==> src/sv/rlfh_pkg.sv <==
// Shared types and constants for the recursive lock handoff unit.
// No dependencies.
`default_nettype none

package rlfh_pkg;

  localparam int DEF_NUM_TASKS = 16;
  localparam int ORDER_W       = 32;
  localparam int LEVEL_W       = 16;
  localparam int TASK_W        = 4;
  localparam int CFG_IDX_W     = 1;
  localparam int CFG_DATA_W    = 16;

  localparam logic [CFG_IDX_W-1:0] REG_MAX_NESTING = 1'd0;
  localparam logic [CFG_IDX_W-1:0] REG_SYSTEM_TASK = 1'd1;

  localparam logic [LEVEL_W-1:0] MAX_NESTING_RESET = 16'hFFFF;
  localparam logic [TASK_W-1:0]  SYSTEM_TASK_RESET = 4'd0;

  localparam logic CMD_TAKE    = 1'b0;
  localparam logic CMD_RELEASE = 1'b1;

  localparam logic [2:0] ST_GRANTED = 3'd0;
  localparam logic [2:0] ST_BUSY    = 3'd1;
  localparam logic [2:0] ST_QUEUED  = 3'd2;
  localparam logic [2:0] ST_HELD    = 3'd3;
  localparam logic [2:0] ST_FREED   = 3'd4;
  localparam logic [2:0] ST_HANDOFF = 3'd5;
  localparam logic [2:0] ST_SYSTEM  = 3'd6;
  localparam logic [2:0] ST_RELERR  = 3'd7;

  typedef struct packed {
    logic              command;
    logic [TASK_W-1:0] task_req;
    logic              may_wait;
  } req_t;

  typedef struct packed {
    logic [2:0]         status;
    logic [LEVEL_W-1:0] level;
    logic               woken_valid;
    logic [TASK_W-1:0]  woken_task;
  } rsp_t;

  typedef struct packed {
    logic load;
    logic scan_clear;
    logic cmp_en;
    logic commit;
  } ctrl_cmd_t;

  typedef struct packed {
    logic need_scan;
    logic slot_free;
  } ctrl_sts_t;

endpackage

`default_nettype wire

==> src/sv/rlfh_ram.sv <==
// Generic single-write, single-read RAM with registered read data.
// No dependencies.
`default_nettype none

module rlfh_ram #(
  parameter int WIDTH = 32,
  parameter int DEPTH = 16
) (
  input  wire logic                     clk,
  input  wire logic                     wr_en,
  input  wire logic [$clog2(DEPTH)-1:0] wr_addr,
  input  wire logic [WIDTH-1:0]         wr_data,
  input  wire logic [$clog2(DEPTH)-1:0] rd_addr,
  output logic      [WIDTH-1:0]         rd_data
);

  logic [WIDTH-1:0] mem [DEPTH];

  always_ff @(posedge clk) begin
    if (wr_en) begin
      mem[wr_addr] <= wr_data;
    end
    rd_data <= mem[rd_addr];
  end

endmodule

`default_nettype wire

==> src/sv/rlfh_ctrl.sv <==
// Sequencer for the recursive lock handoff unit: accept, execute, waiter scan, commit.
// Depends on rlfh_pkg.
`default_nettype none

module rlfh_ctrl #(
  parameter int NUM_TASKS = rlfh_pkg::DEF_NUM_TASKS
) (
  input  wire logic                         clk,
  input  wire logic                         rst,
  input  wire logic                         in_valid,
  output logic                              in_stall,
  input  wire rlfh_pkg::ctrl_sts_t          sts,
  output rlfh_pkg::ctrl_cmd_t               cmd,
  output logic [$clog2(NUM_TASKS)-1:0]      rd_addr
);
  import rlfh_pkg::*;

  localparam int TW = $clog2(NUM_TASKS);
  localparam int CW = $clog2(NUM_TASKS + 1);

  localparam logic [1:0] S_IDLE   = 2'd0;
  localparam logic [1:0] S_EXEC   = 2'd1;
  localparam logic [1:0] S_SCAN   = 2'd2;
  localparam logic [1:0] S_COMMIT = 2'd3;

  logic [1:0]    state, state_next;
  logic [CW-1:0] cnt, cnt_next;

  assign in_stall = (state != S_IDLE);
  assign rd_addr  = cnt[TW-1:0];

  always_comb begin
    cmd        = '0;
    state_next = state;
    cnt_next   = cnt;
    unique case (state)
      S_IDLE: begin
        cmd.load = in_valid;
        if (in_valid) begin
          state_next = S_EXEC;
        end
      end
      S_EXEC: begin
        if (sts.need_scan) begin
          cmd.scan_clear = 1'b1;
          cnt_next       = '0;
          state_next     = S_SCAN;
        end else if (sts.slot_free) begin
          cmd.commit = 1'b1;
          state_next = S_IDLE;
        end
      end
      S_SCAN: begin
        cmd.cmp_en = (cnt != '0);
        cnt_next   = cnt + CW'(1);
        if (cnt == CW'(NUM_TASKS)) begin
          state_next = S_COMMIT;
        end
      end
      S_COMMIT: begin
        if (sts.slot_free) begin
          cmd.commit = 1'b1;
          state_next = S_IDLE;
        end
      end
    endcase
  end

  always_ff @(posedge clk) begin
    if (rst) begin
      state <= S_IDLE;
      cnt   <= '0;
    end else begin
      state <= state_next;
      cnt   <= cnt_next;
    end
  end

endmodule

`default_nettype wire

==> src/sv/rlfh_dp.sv <==
// Datapath of the recursive lock handoff unit: lock state, waiter marks,
// wait-order RAM, oldest-waiter search and result register. Depends on rlfh_pkg, rlfh_ram.
`default_nettype none

module rlfh_dp #(
  parameter int NUM_TASKS = rlfh_pkg::DEF_NUM_TASKS
) (
  input  wire logic                                clk,
  input  wire logic                                rst,
  input  wire rlfh_pkg::req_t                      in_data,
  input  wire rlfh_pkg::ctrl_cmd_t                 cmd,
  output rlfh_pkg::ctrl_sts_t                      sts,
  input  wire logic [$clog2(NUM_TASKS)-1:0]        rd_addr,
  input  wire logic                                cfg_write,
  input  wire logic [rlfh_pkg::CFG_IDX_W-1:0]      cfg_index,
  input  wire logic [rlfh_pkg::CFG_DATA_W-1:0]     cfg_data,
  output logic                                     out_valid,
  input  wire logic                                out_stall,
  output rlfh_pkg::rsp_t                           out_data
);
  import rlfh_pkg::*;

  localparam int TW = $clog2(NUM_TASKS);

  logic [LEVEL_W-1:0]   max_nesting;
  logic [TASK_W-1:0]    system_task;
  logic [LEVEL_W-1:0]   nest_level, nest_level_next;
  logic [TASK_W-1:0]    owner, owner_next;
  logic [NUM_TASKS-1:0] waiting, waiting_next;
  logic [ORDER_W-1:0]   next_order;
  req_t                 req;

  logic                 found;
  logic [TW-1:0]        best;
  logic [ORDER_W-1:0]   best_order;
  logic [TW-1:0]        rd_idx;
  logic [ORDER_W-1:0]   rd_order;

  logic is_sys, in_range, grant, need_scan;
  logic do_grant, do_queue, do_handoff;
  rsp_t rsp;

  rlfh_ram #(
    .WIDTH (ORDER_W),
    .DEPTH (NUM_TASKS)
  ) u_order_ram (
    .clk     (clk),
    .wr_en   (do_queue),
    .wr_addr (TW'(req.task_req)),
    .wr_data (next_order),
    .rd_addr (rd_addr),
    .rd_data (rd_order)
  );

  assign is_sys    = (req.task_req == system_task);
  assign in_range  = (int'(req.task_req) < NUM_TASKS);
  assign grant     = (nest_level == '0) ||
                     ((owner == req.task_req) && (nest_level < max_nesting));
  assign need_scan = (req.command == CMD_RELEASE) && (nest_level <= LEVEL_W'(1));

  assign do_grant   = cmd.commit && (req.command == CMD_TAKE) && !is_sys && grant;
  assign do_queue   = cmd.commit && (req.command == CMD_TAKE) && !is_sys && !grant &&
                      req.may_wait && in_range;
  assign do_handoff = cmd.commit && need_scan && found;

  assign sts.need_scan = need_scan;
  assign sts.slot_free = !out_valid || !out_stall;

  always_comb begin
    rsp             = '0;
    nest_level_next = nest_level;
    owner_next      = owner;
    if (req.command == CMD_TAKE) begin
      priority if (is_sys) begin
        rsp.status = ST_SYSTEM;
      end else if (grant) begin
        nest_level_next = nest_level + LEVEL_W'(1);
        owner_next      = req.task_req;
        rsp.status      = ST_GRANTED;
        rsp.level       = nest_level + LEVEL_W'(1);
      end else if (req.may_wait && in_range) begin
        rsp.status = ST_QUEUED;
      end else begin
        rsp.status = ST_BUSY;
      end
    end else if (!need_scan) begin
      nest_level_next = nest_level - LEVEL_W'(1);
      rsp.status      = ST_HELD;
      rsp.level       = nest_level - LEVEL_W'(1);
    end else begin
      if (found) begin
        nest_level_next = LEVEL_W'(1);
        owner_next      = TASK_W'(best);
        rsp.woken_valid = 1'b1;
        rsp.woken_task  = TASK_W'(best);
        rsp.status      = ST_HANDOFF;
      end else begin
        nest_level_next = '0;
        owner_next      = '0;
        rsp.status      = ST_FREED;
      end
      if (nest_level == '0) begin
        rsp.status = ST_RELERR;
      end
    end
  end

  always_comb begin
    waiting_next = waiting;
    for (int i = 0; i < NUM_TASKS; i++) begin
      if ((do_grant || do_queue) && (int'(req.task_req) == i)) begin
        waiting_next[i] = do_queue;
      end
      if (do_handoff && (int'(best) == i)) begin
        waiting_next[i] = 1'b0;
      end
    end
  end

  always_ff @(posedge clk) begin
    if (rst) begin
      max_nesting <= MAX_NESTING_RESET;
      system_task <= SYSTEM_TASK_RESET;
    end else if (cfg_write) begin
      if (cfg_index == REG_MAX_NESTING) begin
        max_nesting <= cfg_data[LEVEL_W-1:0];
      end else if (cfg_index == REG_SYSTEM_TASK) begin
        system_task <= cfg_data[TASK_W-1:0];
      end
    end
  end

  always_ff @(posedge clk) begin
    if (rst) begin
      nest_level <= '0;
      owner      <= '0;
      waiting    <= '0;
      next_order <= '0;
      out_valid  <= 1'b0;
      found      <= 1'b0;
    end else begin
      waiting <= waiting_next;
      if (cmd.commit) begin
        nest_level <= nest_level_next;
        owner      <= owner_next;
        out_valid  <= 1'b1;
      end else if (!out_stall) begin
        out_valid <= 1'b0;
      end
      if (do_queue) begin
        next_order <= next_order + ORDER_W'(1);
      end
      if (cmd.scan_clear) begin
        found <= 1'b0;
      end else if (cmd.cmp_en && waiting[rd_idx] && (!found || rd_order < best_order)) begin
        found <= 1'b1;
      end
    end
  end

  always_ff @(posedge clk) begin
    rd_idx <= rd_addr;
    if (cmd.load) begin
      req <= in_data;
    end
    if (cmd.commit) begin
      out_data <= rsp;
    end
    if (cmd.cmp_en && waiting[rd_idx] && (!found || rd_order < best_order)) begin
      best       <= rd_idx;
      best_order <= rd_order;
    end
  end

endmodule

`default_nettype wire

==> src/sv/recursive_lock_fifo_handoff_unit.sv <==
// Recursive lock with first-come handoff: top level joining sequencer and datapath.
// Depends on rlfh_pkg, rlfh_ctrl, rlfh_dp.
//
// Usage:
//   Requests enter on in_valid/in_stall with in_data (command, task_req, may_wait);
//   each beat yields exactly one result beat on out_valid/out_stall with out_data.
//   Registers are written through cfg_write/cfg_index/cfg_data while the unit is idle:
//   index 0 max_nesting, index 1 system_task.
//   Take requests and partial releases commit their result straight from the execute
//   state. Releases that free the lock first run the oldest-waiter scan through the
//   wait-order RAM at one slot per cycle, then commit.
//   One request is in work at a time; in_stall is high from the cycle after a request
//   beat until its result is committed to the output register, so the next request is
//   taken only after that commit.
//   A finished result waits in the output register while out_stall is high; the next
//   request is still taken, and its result is held back until the register drains.
//   Synchronous reset frees the lock, clears all waiters, the sequence counter and
//   out_valid, and restores max_nesting to 65535 and system_task to 0.
`default_nettype none

module recursive_lock_fifo_handoff_unit #(
  parameter int NUM_TASKS = rlfh_pkg::DEF_NUM_TASKS
) (
  input  wire logic                            clk,
  input  wire logic                            rst,
  input  wire logic                            in_valid,
  output logic                                 in_stall,
  input  wire rlfh_pkg::req_t                  in_data,
  output logic                                 out_valid,
  input  wire logic                            out_stall,
  output rlfh_pkg::rsp_t                       out_data,
  input  wire logic                            cfg_write,
  input  wire logic [rlfh_pkg::CFG_IDX_W-1:0]  cfg_index,
  input  wire logic [rlfh_pkg::CFG_DATA_W-1:0] cfg_data
);
  import rlfh_pkg::*;

  ctrl_cmd_t                    cmd;
  ctrl_sts_t                    sts;
  logic [$clog2(NUM_TASKS)-1:0] rd_addr;

  rlfh_ctrl #(
    .NUM_TASKS (NUM_TASKS)
  ) u_ctrl (
    .clk      (clk),
    .rst      (rst),
    .in_valid (in_valid),
    .in_stall (in_stall),
    .sts      (sts),
    .cmd      (cmd),
    .rd_addr  (rd_addr)
  );

  rlfh_dp #(
    .NUM_TASKS (NUM_TASKS)
  ) u_dp (
    .clk       (clk),
    .rst       (rst),
    .in_data   (in_data),
    .cmd       (cmd),
    .sts       (sts),
    .rd_addr   (rd_addr),
    .cfg_write (cfg_write),
    .cfg_index (cfg_index),
    .cfg_data  (cfg_data),
    .out_valid (out_valid),
    .out_stall (out_stall),
    .out_data  (out_data)
  );

endmodule

`default_nettype wire

==> config.mk <==
export PLATFORM = sky130hd
export DESIGN_NAME = recursive_lock_fifo_handoff_unit
export DESIGN_NICKNAME = d
export VERILOG_FILES = /design/src/sv/rlfh_pkg.sv /design/src/sv/rlfh_ram.sv /design/src/sv/rlfh_ctrl.sv /design/src/sv/rlfh_dp.sv /design/src/sv/recursive_lock_fifo_handoff_unit.sv
export SDC_FILE = /design/constraint.sdc
export NUM_CORES = 1
export LEC_CHECK = 0
export BUFFER_PORTS_ARGS = -buffer_cell sky130_fd_sc_hd__buf_2
export CORE_MARGIN = 1.5
export CORE_UTILIZATION = 45
export CTS_CLUSTER_SIZE = 20
export DETAILED_ROUTE_END_ITERATION = 7
export SYNTH_ARGS = -nofsm -noshare
export SYNTH_HDL_FRONTEND = slang
export SYNTH_SLANG_ARGS = --single-unit
==> constraint.sdc <==
create_clock -name clk -period 4.68 [get_ports clk]
set_input_delay 1.17 -clock clk [delete_from_list [all_inputs] [get_ports clk]]
set_output_delay 1.17 -clock clk [all_outputs]
set_load 0.02 [all_outputs]
# After elaboration in Yosys (flattened, before gate mapping)
# Memory sizes are Yosys's and may differ from the RTL's. A register that Yosys moved wholly into a read port is not among the register bits.
# Index checks and enable logic that the tools add are counted.
dict set report word_totals {
  ramBits 512
  wordCells 214
  mem_count 1
  input_bits 28
  latch_bits 0
  rom_bits 0
  output_inout_bits 26
  ff_bits 167
}
dict set report classes {
  n_addsub 4
  bitwise 2
  order_cmp 4
  n_shift 0
  n_mux 41
  multipliers 0
  eq_ne 42
  reduce_logical 85
  n_div 0
}
# memory words width read_ports rd_ports_with_merged_regs wr line_no
set memory_table {}
lappend memory_table {u_dp.u_order_ram.mem 16 32 1 1 1 rlfh_ram.sv:17} ;# logic [WIDTH-1:0] mem [DEPTH];
# operator count
set op_table {}
lappend op_table {{16-bit 2-to-1 mux} 7}
lappend op_table {{4-bit == test (second input constant)} 16}
lappend op_table {{1-bit logical AND} 43}
lappend op_table {{2-bit OR reduction} 17}
lappend op_table {{32-bit by 1-bit adder with 32-bit output (second input constant)} 1}
lappend op_table {{4-bit by 3-bit == test with 1-bit output (second input constant)} 8}
lappend op_table {{32-bit less-than comparator} 1}
lappend op_table {{4-bit 2-to-1 mux} 5}
lappend op_table {{19-bit 2-to-1 mux} 1}
lappend op_table {{16-bit by 1-bit adder with 16-bit output (second input constant)} 1}
lappend op_table {{4-bit by 2-bit == test with 1-bit output (second input constant)} 4}
lappend op_table {{16-bit by 1-bit less-or-equal comparator with 1-bit output (second input constant)} 1}
lappend op_table {{16-bit zero test} 1}
lappend op_table {{16-bit less-than comparator} 1}
lappend op_table {{16-bit by 1-bit subtractor with 16-bit output (second input constant)} 1}
lappend op_table {{2-bit 2-to-1 mux} 7}
lappend op_table {{1-bit 2-to-1 mux} 13}
lappend op_table {{5-bit 2-to-1 mux} 2}
lappend op_table {{5-bit case mux with 2 select lines} 1}
lappend op_table {{2-bit AND reduction} 5}
lappend op_table {{4-bit by 1-bit == test with 1-bit output (second input constant)} 2}
lappend op_table {{4-bit == test} 2}
lappend op_table {{4-bit zero test} 2}
lappend op_table {{2-bit by 1-bit inequality test with 1-bit output (second input constant)} 4}
lappend op_table {{18 further kinds} 32}

# Depth between registers and ports, before layout
# Gate-level depths: netlist of run 1.
dict set report depth {
  depth_word 11
  depth_mapped 11
  ltp_nobuf 10
}

# Hierarchy
# Synthesis of run 1 repeated with hierarchy kept, for this count alone.
dict set report hier_totals {
  cells_unflattened 1792
  hier_area_um2 29055.4
}
# module n_inst area_each_um2 cells_each
set modules_own_cells {}
lappend modules_own_cells {rlfh_ram 1 19835.3 838}
lappend modules_own_cells {rlfh_dp 1 8760.9 896}
lappend modules_own_cells {rlfh_ctrl 1 459.2 58}

# Worst setup path after synthesis of run 1
# No wires, ideal clock.
dict set report synth_path {
  path_kind {input to register}
  from {in out_stall}
  to {mem u_dp.u_order_ram.mem[3][0] (enable)}
  arrival_ns 4.292
  path_buffers 1
  setup_slack_ns -0.076
  t_required_ns 4.217
  setup_time_ns 0.463
  cell_stages 7
  cell_sequence {nand2_1 nand2_1 nor2_1 and2_1 nand3_1 clkbuf_1 nor3_1}
}
dict set report synth_via {
  elab_chain_cells 11
}
# element line_no
set synth_lines {}
lappend synth_lines {{from (decl)} recursive_lock_fifo_handoff_unit.sv:30} ;# input wire logic out_stall,
lappend synth_lines {{1-bit zero test (*)} rlfh_dp.sv:67} ;# assign sts.slot_free = !out_valid || !out_stall;
lappend synth_lines {{1-bit logical OR (*)} rlfh_dp.sv:67}
lappend synth_lines {{1-bit 2-to-1 mux (*)} {rlfh_ctrl.sv:48, rlfh_ctrl.sv:61}}
lappend synth_lines {{1-bit 2-to-1 mux} rlfh_ctrl.sv:44} ;# if (sts.need_scan) begin
lappend synth_lines {{1-bit case mux with 2 select lines (*)} rlfh_ctrl.sv:36} ;# unique case (state)
lappend synth_lines {{1-bit logical AND (*) (4 in a row)} rlfh_dp.sv:62} ;# assign do_queue = cmd.commit && (req.command == CMD_TAKE) && !is_sys && !grant &&
lappend synth_lines {{1-bit 2-to-1 mux (*)} rlfh_ram.sv:20} ;# if (wr_en) begin
lappend synth_lines {{1-bit 2-to-1 mux (not written as such) (*)} rlfh_ram.sv:21} ;# mem[wr_addr] <= wr_data;
lappend synth_lines {{to (decl)} rlfh_ram.sv:17}
# Mark *: on every way between the ends. The rest lies on a longest branch, timed or not.

# Worst setup path after layout of run 1
dict set report layout_path {
  from {reg u_dp.nest_level[11]}
  to {reg u_dp.nest_level[7]}
}
dict set report layout_via {
  elab_chain_cells 5
  elab_cells_between_ends 12
  cone_classes {2 x order compare; 4 x mux; 6 x reduce/logical}
}
# element line_no
set layout_lines {}
lappend layout_lines {{from (decl)} rlfh_dp.sv:27} ;# logic [LEVEL_W-1:0] nest_level, nest_level_next;
lappend layout_lines {{from (signal assigned)} rlfh_dp.sv:144} ;# nest_level <= nest_level_next;
lappend layout_lines {{16-bit by 1-bit less-or-equal comparator with 1-bit output / 16-bit less-than comparator (equally long branches)} {rlfh_dp.sv:59, rlfh_dp.sv:58}}
lappend layout_lines {{1-bit logical AND (on tied branches)} {rlfh_dp.sv:59, rlfh_dp.sv:58}}
lappend layout_lines {{1-bit 2-to-1 mux / 1-bit logical OR (equally long branches)} {rlfh_ctrl.sv:44, rlfh_dp.sv:57}}
lappend layout_lines {{1-bit case mux with 2 select lines / 2-bit nonzero test (equally long branches)} -}
lappend layout_lines {{3-bit AND reduction (no line)} -}
# Several ways; a longest one is shown, not always the timed one.
# A chain may end at the register's enable or synchronous reset.

==> results of run 1 <==
[power groups by stage]
| stage | sequential [W] | clock (W) | combinational, W |
|---|---|---|---|
| final | 0.00734 | 0.00578 | 0.00347 |
| after global routing | 0.00737 | 0.00615 | 0.00375 |
| after CTS | 0.00734 | 0.00590 | 0.00346 |
| after detailed placement | 0.00747 | 0 | 0.00343 |
| after global placement | 0.00747 | 0 | 0.00344 |
| after floorplan | 0.00745 | 0 | 0.00246 |
[area by class of cell]
type,count,area [um^2],area share
multi-input cells,849,8290,0.253
repair buffers,97,721,0.0219
flip-flops and latches,711,20000,0.610
inverters,90,338,0.0103
well taps,846,1060,0.0322
clock inverters,32,315,0.00960
clock buffers,105,2080,0.0634
[cell usage after synthesis, types with 16 or more instances]
master	number	area, um^2
a21oi_1	68	340
a221oi_1	16	140
and3_1	16	100
buf_1	19	71.3
clkbuf_1	53	199
dfxtp_1	133	2660
edfxtp_1	578	17400
ha_1	53	663
inv_1	89	334
mux4_2	165	3720
nand2_1	77	289
nand3_1	48	240
nand4_1	22	138
nor2_1	43	161
nor3_1	20	100
o211ai_1	21	158
o21ai_0	52	260
o31ai_1	24	180
or3_1	23	144
xnor2_1	17	149
[metrics by stage]
step            util  total power [W]  area [um^2]  hold WS, ps
6_report       0.518           0.0166        32800          424
5_1_grt        0.518           0.0173        32800          440
4_1_cts        0.518           0.0167        32800          434
3_5_place_dp   0.480           0.0109        30400          429
3_3_place_gp   0.480           0.0109        30400          420
2_1_floorplan      -          0.00991        29000          329
[metal layers]
layer	GRT usage	vias up	routed length, um
li1	-	7112	-
met1	0.289	8289	29000
met2	0.336	574	32900
met3	0.0334	128	3810
met4	0.0676	0	1950
met5	0	-	0
[kinds of logic after synthesis]
kind of cell / after synthesis / share of synthesized area
AOI/OAI and AO/OA: 261 / 0.0610
and+or+nand+nor: 337 / 0.0628
xor gates and xnor gates: 31 / 0.00936
adders and majority gates: 53 / 0.0229
buffers and inverters: 180 / 0.0248
DFF: 711 / 0.690
muxes: 167 / 0.129
[registers in the layout (all words and copies together), names as in the netlist, 5 cells and up]
| name | flops |
|---|---|
| u_dp.next_order | 32 |
| u_dp.u_order_ram.mem | 512 |
| u_dp.waiting | 16 |
| u_ctrl.cnt | 5 |
| u_dp.u_order_ram.rd_data | 32 |
| u_dp.req | 6 |
| u_dp.nest_level | 16 |
| u_dp.best_order | 32 |
| u_dp.max_nesting | 16 |
| u_dp.out_data | 24 |
[worst paths after layout]
| path | startpoint | to | slack, ps |
|---|---|---|---|
| worst max-delay path | u_dp.nest_level[11] | u_dp.nest_level[7] | 1080 |
| worst min-delay path | u_ctrl.cnt[0] | u_dp.rd_idx[0] | 420 |
| worst max register to register | u_dp.nest_level[11] | u_dp.nest_level[7] | 1080 |
| worst min register to register | u_ctrl.cnt[0] | u_dp.rd_idx[0] | 420 |
==> results by group, run 1 <==
Pwr
  • Switch share: 0.296
  • Maximum VDD drop: 470 uV
  • Total internal power: 0.0117 W
  • Reg power frac: 0.442
  • Clk pwr share: 0.348
  • Comb power frac: 0.209
  • Pleak: 12.1 nW
  • Switching power: 0.00491 W
  • PwrDens: 505 nW/um^2

Placed design
  • DP HPWL: 41.0 mm
  • Dpl cells: 2593
  • GP Congestion: 0.858
  • Post-Place Setup Slack: 1090 ps
  • Port Buffers: 53

Worst setup path
  • Critical path peak fanout: 43
  • Max incr delay on CP: 520 ps
  • Element type at the critical path start: register
  • Worst Path Arrival: 4100 ps
  • Crit Path Class: reg -> reg
  • CP max stage cell: or3_1
  • Crit path max-delay family: simple AND/OR/NAND/NOR gates
  • CP Cell Sequence: or3_1 -> nor4_1 -> nand3_1 -> o21ai_2 -> inv_2 -> nand2_4 -> o311ai_0 -> a221oi_1
  • Crit path required time: 5180 ps
  • Crit. End Element: register
  • R2R cell count: 8
  • Critical path depth: 8
  • CP Buf/Inv Count: 1

Finish
  • Nets: 1904
  • Layout cells sized above 1: 0.218
  • Non-Filler Instances: 2730
  • Commonest non-fill, non-tap cell in the layout: edfxtp_1
  • Antenna cells: 0
  • P&R area growth vs syn: 13.2%
  • Commonest cells after routing, fill and taps aside: 578 x edfxtp_1, 165 x mux4_2, 129 x dfxtp_1, 77 x nand2_1, 77 x clkbuf_16
  • Fillers: 5060

Clocking
  • Postcts setup bufs: 0
  • CTS-repair resized insts: 0
  • Clock transition at path regs: 60 ps
  • TritonCTS buffer count: 74
  • Hold_buf cts: 0
  • Clock sink count: 711
  • Skew-Pair Late Insertion Delay: 610 ps
  • CTS max path bufs: 3
  • CTS root buf: clkbuf_16
  • H-tree levels: 3
  • CTS tree: yes

STA
  • Achievable Freq: 278 MHz
  • Worst Clk Skew: 33.1 ps
  • PnR worst setup slack: 1080 ps
  • Final min period: 3600 ps
  • Setup violators final: 0
  • TNS Setup: 0 ps
  • Worst-margin pin slew: 1240 ps
  • RSZ-0062 raised after global routing: no
  • Period Utilization, post-route: 0.769
  • Rel. slew slack: 0.164
  • Fin. max-slew vios: 0
  • Hold Fails Final Rpt: 0

Synth
  • Count of unique library cells instantiated by Yosys: 71
  • Avg Inst Size Synth: 16.7 um^2
  • Number of synthesized flops with an enable pin: 578
  • Net count after synthesis: 1821
  • Synth warn: 0
  • Async SR Flop Fraction: 0
  • Mapped Area: 29000 um^2
  • Sequential fraction of the synthesis area: 0.690
  • Synthesis-stage register bit count: 711
  • Post-Synthesis Cells: 1740
  • Main synth FF type: edfxtp_1

GRT
  • Vias in the first global route: 16300
  • Gr ovfl total: 0
  • Largest net degree at the start of global routing: 133
  • GRT Resource Usage Total: 0.208
  • First-pass GRT wire length: 103 mm
  • Antenna violations before repair: 0

Floorplan
  • Core footprint: 63400 um^2
  • Chip height: 257 um
  • Core Rows: 92
  • Die area: 66000 um^2
  • Number of I/O pins: 54
  • Initial Utilization: 0.457
  • Chip width: 257 um

Status
  • Status: finished, final reports clean

Routing
  • Routed vias: 16100
  • Post-Route WL: 67.6 mm
  • Pre-antenna DRT Iters: 6
  • DR vias/cell: 5.90
  • Antenna viol nets, final: 0
  • Initial drt markers: 1385
  • # DRC: 0
  • Routed length per placed instance: 24.8 um

Hold path
  • Min-Delay Path Depth: 0
  • Worst min-delay path class: reg -> reg

Run
  • Max cap viols: 0
Note: power is estimated with default switching activity, not from simulation.
==> run 2, diff against run 1 <==
==> constraint.sdc (replaced) <==
create_clock -name clk -period 3.2 [get_ports clk]
set_input_delay 0.8 -clock clk [delete_from_list [all_inputs] [get_ports clk]]
set_output_delay 0.8 -clock clk [all_outputs]
set_load 0.02 [all_outputs]
==> run 2 against run 1 <==
Compared with the run above:
- critical path depth up 2
- sequential share of layout area down 1.6 points
- die area unchanged
- clock skew down 9.8 ps
- power up 52%
- global-route usage up 0.24 points
- combinational power up 69%
- fmax up 19%
- worst hold slack worse by 54 ps
- first-iteration DRC count down 15%
==> results by group, run 2 (synthesized netlist as in run 1, its figures left out) <==
Worst setup path
  • Worst Path Arrival: 3340 ps
  • Critical path peak fanout: 8
  • Crit Path Class: reg -> reg
  • Crit path required time: 3510 ps
  • Crit. End Element: register
  • Critical path depth: 10
  • R2R cell count: 10
  • Element type at the critical path start: register
  • Most frequent CP cell: nand3_1
  • CP Cell Sequence: inv_1 -> ha_1 -> and4_1 -> nand4_1 -> o32a_1 -> nand3_1 -> nand3_1 -> or3_1 -> inv_2 -> buf_4
  • Max incr delay on CP: 430 ps
  • CP max stage cell: or3_1
  • CP Buf/Inv Count: 3
  • Crit path max-delay family: simple AND/OR/NAND/NOR gates

STA
  • Hold Fails Final Rpt: 0
  • Worst Clk Skew: 23.2 ps
  • Rel. slew slack: 0.360
  • Achievable Freq: 331 MHz
  • Final min period: 3030 ps
  • Worst-margin pin slew: 959 ps
  • RSZ-0062 raised after global routing: no
  • TNS Setup: 0 ps
  • Period Utilization, post-route: 0.945
  • Fin. max-slew vios: 0
  • Setup violators final: 0

Finish
  • Number of flip-flops in the largest register: 512
  • Non-Filler Instances: 2808
  • Antenna cells: 0
  • Commonest non-fill, non-tap cell in the layout: edfxtp_1
  • Cell area after layout: 33700 um^2
  • P&R area growth vs syn: 16.3%
  • Commonest cells after routing, fill and taps aside: 578 x edfxtp_1, 165 x mux4_2, 129 x dfxtp_1, 98 x buf_4
  • Largest register by flop count: u_dp.u_order_ram.mem
  • Nets: 1984
  • Fillers: 5033
  • Layout cells sized above 1: 0.252

Routing
  • Initial drt markers: 1171
  • Antenna viol nets, final: 0
  • Routed length per placed instance: 24.3 um
  • DR vias/cell: 5.78
  • Post-Route WL: 68.3 mm
  • Routed vias: 16200
  • # DRC: 0
  • Pre-antenna DRT Iters: 5

Placed design
  • DP HPWL: 42.8 mm
  • Port Buffers: 53
  • GP Congestion: 0.869
  • Dpl cells: 2671
  • Placed cell areas: 31200 um^2

Clocking
  • TritonCTS buffer count: 75
  • Clock sink count: 711
  • CTS max path bufs: 3
  • Skew-Pair Late Insertion Delay: 610 ps
  • CTS root buf: clkbuf_16
  • Clock transition at path regs: 60 ps
  • CTS tree: yes
  • H-tree levels: 3

Floorplan
  • Core footprint: 63400 um^2
  • Core Rows: 92
  • Initial Utilization: 0.457
  • Chip height: 257 um
  • Number of I/O pins: 54
  • Chip width: 257 um
  • Die area: 66000 um^2

Pwr
  • Maximum VDD drop: 615 uV
  • Pleak: 12.5 nW
  • PwrDens: 747 nW/um^2

Hold path
  • Min-Delay Path Depth: 1
  • Worst min-delay path class: in -> reg

Status
  • Status: finished, final reports clean

GRT
  • Vias in the first global route: 16600
  • Largest net degree at the start of global routing: 80
  • Antenna violations before repair: 0
  • Gr ovfl total: 0
  • First-pass GRT wire length: 104 mm
  • GRT Resource Usage Total: 0.210

Run
  • Max cap viols: 0
## run 2: through the flow
step | total power (W) | hold WS (ps) | util | setup WS, ps
global route | 0.0262 | 360 | 0.532 | 23.3
global placement | 0.0166 | 418 | 0.493 | 41.1
finish | 0.0252 | 370 | 0.532 | 175
CTS | 0.0254 | 340 | 0.531 | 84.3
detailed placement | 0.0166 | 427 | 0.493 | 31.3
floorplan | 0.0145 | 329 | - | 80.0
## run 2: worst register-to-register path, cell delays in order (launching register included)
cell and delay, ps:
dfxtp_1 300, inv_1 50, ha_1 280, and4_1 280, nand4_1 210, o32a_1 360
nand3_1 160, nand3_1 160, or3_1 430, inv_2 250, buf_4 230
## run 2: repair_timing
action | in CTS | in global routing
hold buffers | 0 | 0
setup endpoints to repair | 26 | 109
pin swaps | 0 | 1
setup buffers | 1 | 0
resized for setup | 0 | 3
cloned | 0 | 0
## run 2: layer usage
| layer | wire length, um | vias up | global-route usage |
|---|---|---|---|
| met1 | 29300 | 8362 | 0.285 |
| met3 | 3540 | 105 | 0.0339 |
| met4 | 1800 | 0 | 0.0739 |
| li1 | - | 7295 | - |
| met5 | 0 | - | 0 |
| met2 | 33600 | 482 | 0.347 |
## run 2: final timing paths
path	slack, ps	end	from
max	170	u_dp.u_order_ram.mem[7][1]	u_dp.max_nesting[14]
min	370	u_dp.req[5]	in_data[5]
max reg2reg	170	u_dp.u_order_ram.mem[7][1]	u_dp.max_nesting[14]
min reg2reg	440	u_dp.best_order[20]	u_dp.u_order_ram.rd_data[20]
## run 2: power by group
part	internal, W	switching [W]	total [W]
registers	0.0104	0.000253	0.0106
clock network	0.00520	0.00351	0.00871
logic	0.00222	0.00364	0.00586
## run 2: cell type report
| type | count | area [um^2] | share of cell area |
|---|---|---|---|
| clock buffers | 101 | 2080 | 0.0616 |
| clock inverters | 35 | 382 | 0.0113 |
| inverters | 90 | 368 | 0.0109 |
| multi-input cells | 849 | 8310 | 0.246 |
| flip-flops and latches | 711 | 20000 | 0.594 |
| well taps | 846 | 1060 | 0.0314 |
| repair buffers | 176 | 1500 | 0.0445 |
==> run 3, diff against run 2 <==
--- a/config.mk
+++ b/config.mk
@@ -12,4 +12,5 @@
 export DETAILED_ROUTE_END_ITERATION = 7
 export SYNTH_ARGS = -nofsm -noshare
 export SYNTH_HDL_FRONTEND = slang
+export SYNTH_HIERARCHICAL = 1
 export SYNTH_SLANG_ARGS = --single-unit
==> run 3 against run 2 <==
Compared with the run above:
- clock power fell by 1%
- cell count rose by 2.1%
- wire length down 0.59%
- synthesized cell count increased by 3.0%
- sequential cell count unchanged
- critical path depth unchanged
- worst hold slack improved by 38 ps
- sequential power is essentially flat
- power is 2.0% higher
- non-clock buffer count is 16 higher
- area after synthesis grew 0.20%
==> results by group, run 3 <==
Worst setup path
  • Worst Path Arrival: 3500 ps
  • Crit path required time: 3620 ps
  • Worst R2R Setup Slack: 130 ps
  • CP endpoint: u_dp/nest_level[7]
  • Most frequent CP cell: buf_4
  • Critical path peak fanout: 10
  • CP Cell Sequence: buf_4 -> ha_1 -> a2111oi_2 -> o311ai_2 -> buf_4 -> o21ai_4 -> buf_4 -> a21oi_2 -> buf_4 -> o41ai_1
  • R2R cell count: 10
  • Reg-to-Reg Start: u_dp/nest_level[1]
  • Crit. End Element: register
  • Crit. Startpoint: u_dp/nest_level[1]
  • CP max stage cell: o41ai_1
  • Max incr delay on CP: 630 ps
  • FF-to-FF End: u_dp/nest_level[7]
  • Crit Path Class: reg -> reg
  • Element type at the critical path start: register

Routing
  • DR vias/cell: 5.68
  • Routed length per placed instance: 23.7 um
  • Pre-antenna DRT Iters: 5
  • Initial drt markers: 1420
  • Routed vias: 16300
  • # DRC: 0
  • Post-Route WL: 67.9 mm
  • Antenna viol nets, final: 0

Pwr
  • Clk pwr share: 0.335
  • Switch share: 0.303
  • Total internal power: 0.0179 W
  • PwrDens: 751 nW/um^2
  • Maximum VDD drop: 629 uV
  • Pleak: 12.4 nW
  • Reg power frac: 0.416
  • Total power: 0.0257 W
  • Comb power frac: 0.249
  • Switching power: 0.00779 W

Clocking
  • CTS max path bufs: 3
  • Skew-Pair Late Insertion Delay: 610 ps
  • Clock transition at path regs: 60 ps
  • TritonCTS buffer count: 74
  • H-tree levels: 3
  • Hold_buf cts: 0
  • Clock sink count: 711
  • CTS root buf: clkbuf_16
  • CTS tree: yes

Synth
  • Net count after synthesis: 1873
  • Cell taking the most area after synthesis: edfxtp_1
  • Synth top area share: 0.597
  • Synth warn: 6
  • Post-Synthesis Cells: 1792
  • Main synth FF type: edfxtp_1
  • Avg Inst Size Synth: 16.2 um^2
  • Async SR Flop Fraction: 0
  • Number of synthesized flops with an enable pin: 578
  • Sequential fraction of the synthesis area: 0.689
  • Commonest cells in the netlist: 578 x edfxtp_1, 133 x dfxtp_1, 133 x mux4_2, 113 x nand2_1, 82 x nor2_1
  • Count of unique library cells instantiated by Yosys: 83
  • Ranking of synthesized cells by area: edfxtp_1 60%, mux4_2 10%, dfxtp_1 9.2%, ha_1 2.3%, a22oi_1 1.8%
  • Mapped Area: 29100 um^2
  • Synthesis-stage register bit count: 711
  • Most frequent cell after synthesis: edfxtp_1

Finish
  • Commonest cells after routing, fill and taps aside: 578 x edfxtp_1, 133 x mux4_2, 127 x dfxtp_1, 113 x nand2_1, 102 x buf_4
  • Fillers: 5032
  • P&R area growth vs syn: 17.7%
  • Final core occ: 0.539
  • Number of flip-flops in the largest register: 512
  • Nets: 2042
  • Largest register by flop count: u_dp/u_order_ram/mem
  • Antenna cells: 0
  • Layout cells sized above 1: 0.257
  • Non-Filler Instances: 2867
  • Commonest non-fill, non-tap cell in the layout: edfxtp_1

Floorplan
  • Chip height: 257 um
  • Die area: 66100 um^2
  • Core footprint: 63400 um^2
  • Initial Utilization: 0.458
  • Core Rows: 92
  • Number of I/O pins: 54
  • Chip width: 257 um

Placed design
  • GP Congestion: 0.885
  • DP HPWL: 44.4 mm
  • Port Buffers: 53
  • Dpl cells: 2727

GRT
  • First-pass GRT wire length: 102 mm
  • Largest net degree at the start of global routing: 89
  • Gr ovfl total: 0
  • Antenna violations before repair: 0
  • GRT Resource Usage Total: 0.206
  • Vias in the first global route: 16400

STA
  • Hold Fails Final Rpt: 0
  • Setup violators final: 0
  • Fin. max-slew vios: 0
  • Achievable Freq: 325 MHz
  • Worst-margin pin slew: 800 ps
  • Period Utilization, post-route: 0.961
  • Worst Clk Skew: 23.9 ps
  • Hold WS: 408 ps
  • Final min period: 3070 ps
  • RSZ-0062 raised after global routing: no
  • Rel. slew slack: 0.466

Status
  • Status: finished, final reports clean

Hold path
  • Worst min-delay path class: in -> reg

Run
  • Max cap viols: 0
-- run 3: routing by layer --
| metal | part of all wire | track usage | vias to the layer above |
|---|---|---|---|
| met5 | 0 | 0 | - |
| met4 | 0.015 | 0.0541 | 0 |
| met3 | 0.061 | 0.0330 | 80 |
| met2 | 0.47 | 0.325 | 464 |
| met1 | 0.45 | 0.297 | 8344 |
| li1 | - | - | 7408 |
-- run 3: kinds of logic (layout without fill, tap and decap cells) --
logic type / Yosys count / count (layout) / share of synthesized area
XOR/XNOR: 50 / 50 / 0.0151
flip-flops: 711 / 711 / 0.689
adder cells (fa/ha/maj): 53 / 53 / 0.0228
AND/OR/NAND/NOR: 399 / 399 / 0.0741
multiplexers: 151 / 151 / 0.109
AO/OA/AOI/OAI: 258 / 258 / 0.0637
buffers and inverters: 170 / 399 / 0.0261
-- run 3: final cells by class --
class | instances | area [um^2] | area share
well taps | 846 | 1060 | 0.0309
flip-flops and latches | 711 | 20000 | 0.586
inverters | 71 | 269 | 0.00786
multi-input cells | 911 | 8610 | 0.252
clock buffers | 96 | 2010 | 0.0586
clock inverters | 40 | 450 | 0.0132
repair buffers | 192 | 1780 | 0.0520
-- run 3: worst min path at each step --
stage / startpoint / endpoint / slack [ps] / cells past startpoint
after floorplan: u_dp/u_order_ram/rd_data[0] / u_dp/best_order[0] / 400 / 0
after global placement: u_dp/u_order_ram/rd_data[0] / u_dp/best_order[0] / 410 / 0
after detailed placement: u_dp/u_order_ram/rd_data[0] / u_dp/best_order[0] / 410 / 0
after CTS: in_data[3] / u_dp/req[3] / 380 / 1
after global routing: in_data[5] / u_dp/req[5] / 390 / 1
final: in_data[4] / u_dp/req[4] / 410 / 1
-- run 3: power by group through the flow --
stage	Combinational (W)	Clock [W]	Sequential [W]
2_1_floorplan	0.00419	0	0.0110
3_3_place_gp	0.00627	0	0.0109
3_5_place_dp	0.00631	0	0.0109
4_1_cts	0.00633	0.00881	0.0107
5_1_grt	0.00683	0.00915	0.0107
6_report	0.00639	0.00862	0.0107
-- run 3: repair_timing --
action                                  CTS  global route
buffers inserted                          0             2
hold endpoints to repair                  0             0
gates resized for setup                   0             7
endpoints found under the setup margin    0            61
-- run 3: per-stage QoR --
stage               instance area [um^2]  setup WS [ps]  setup TNS (ps)
finish                             34200            125               0
detailed placement                 31700          -4.35           -62.9
floorplan                          29400          -1320         -496670
global route                       34200           37.8               0
CTS                                34100           84.0               0
global placement                   31700           25.7               0
-- run 3: worst max-delay path, delay by kind of cell, from the launching register on --
family	cells	cell delay (ps)
flops	1	340
buf+inv	4	730
compound gates	5	1520
fa+ha+maj	1	290
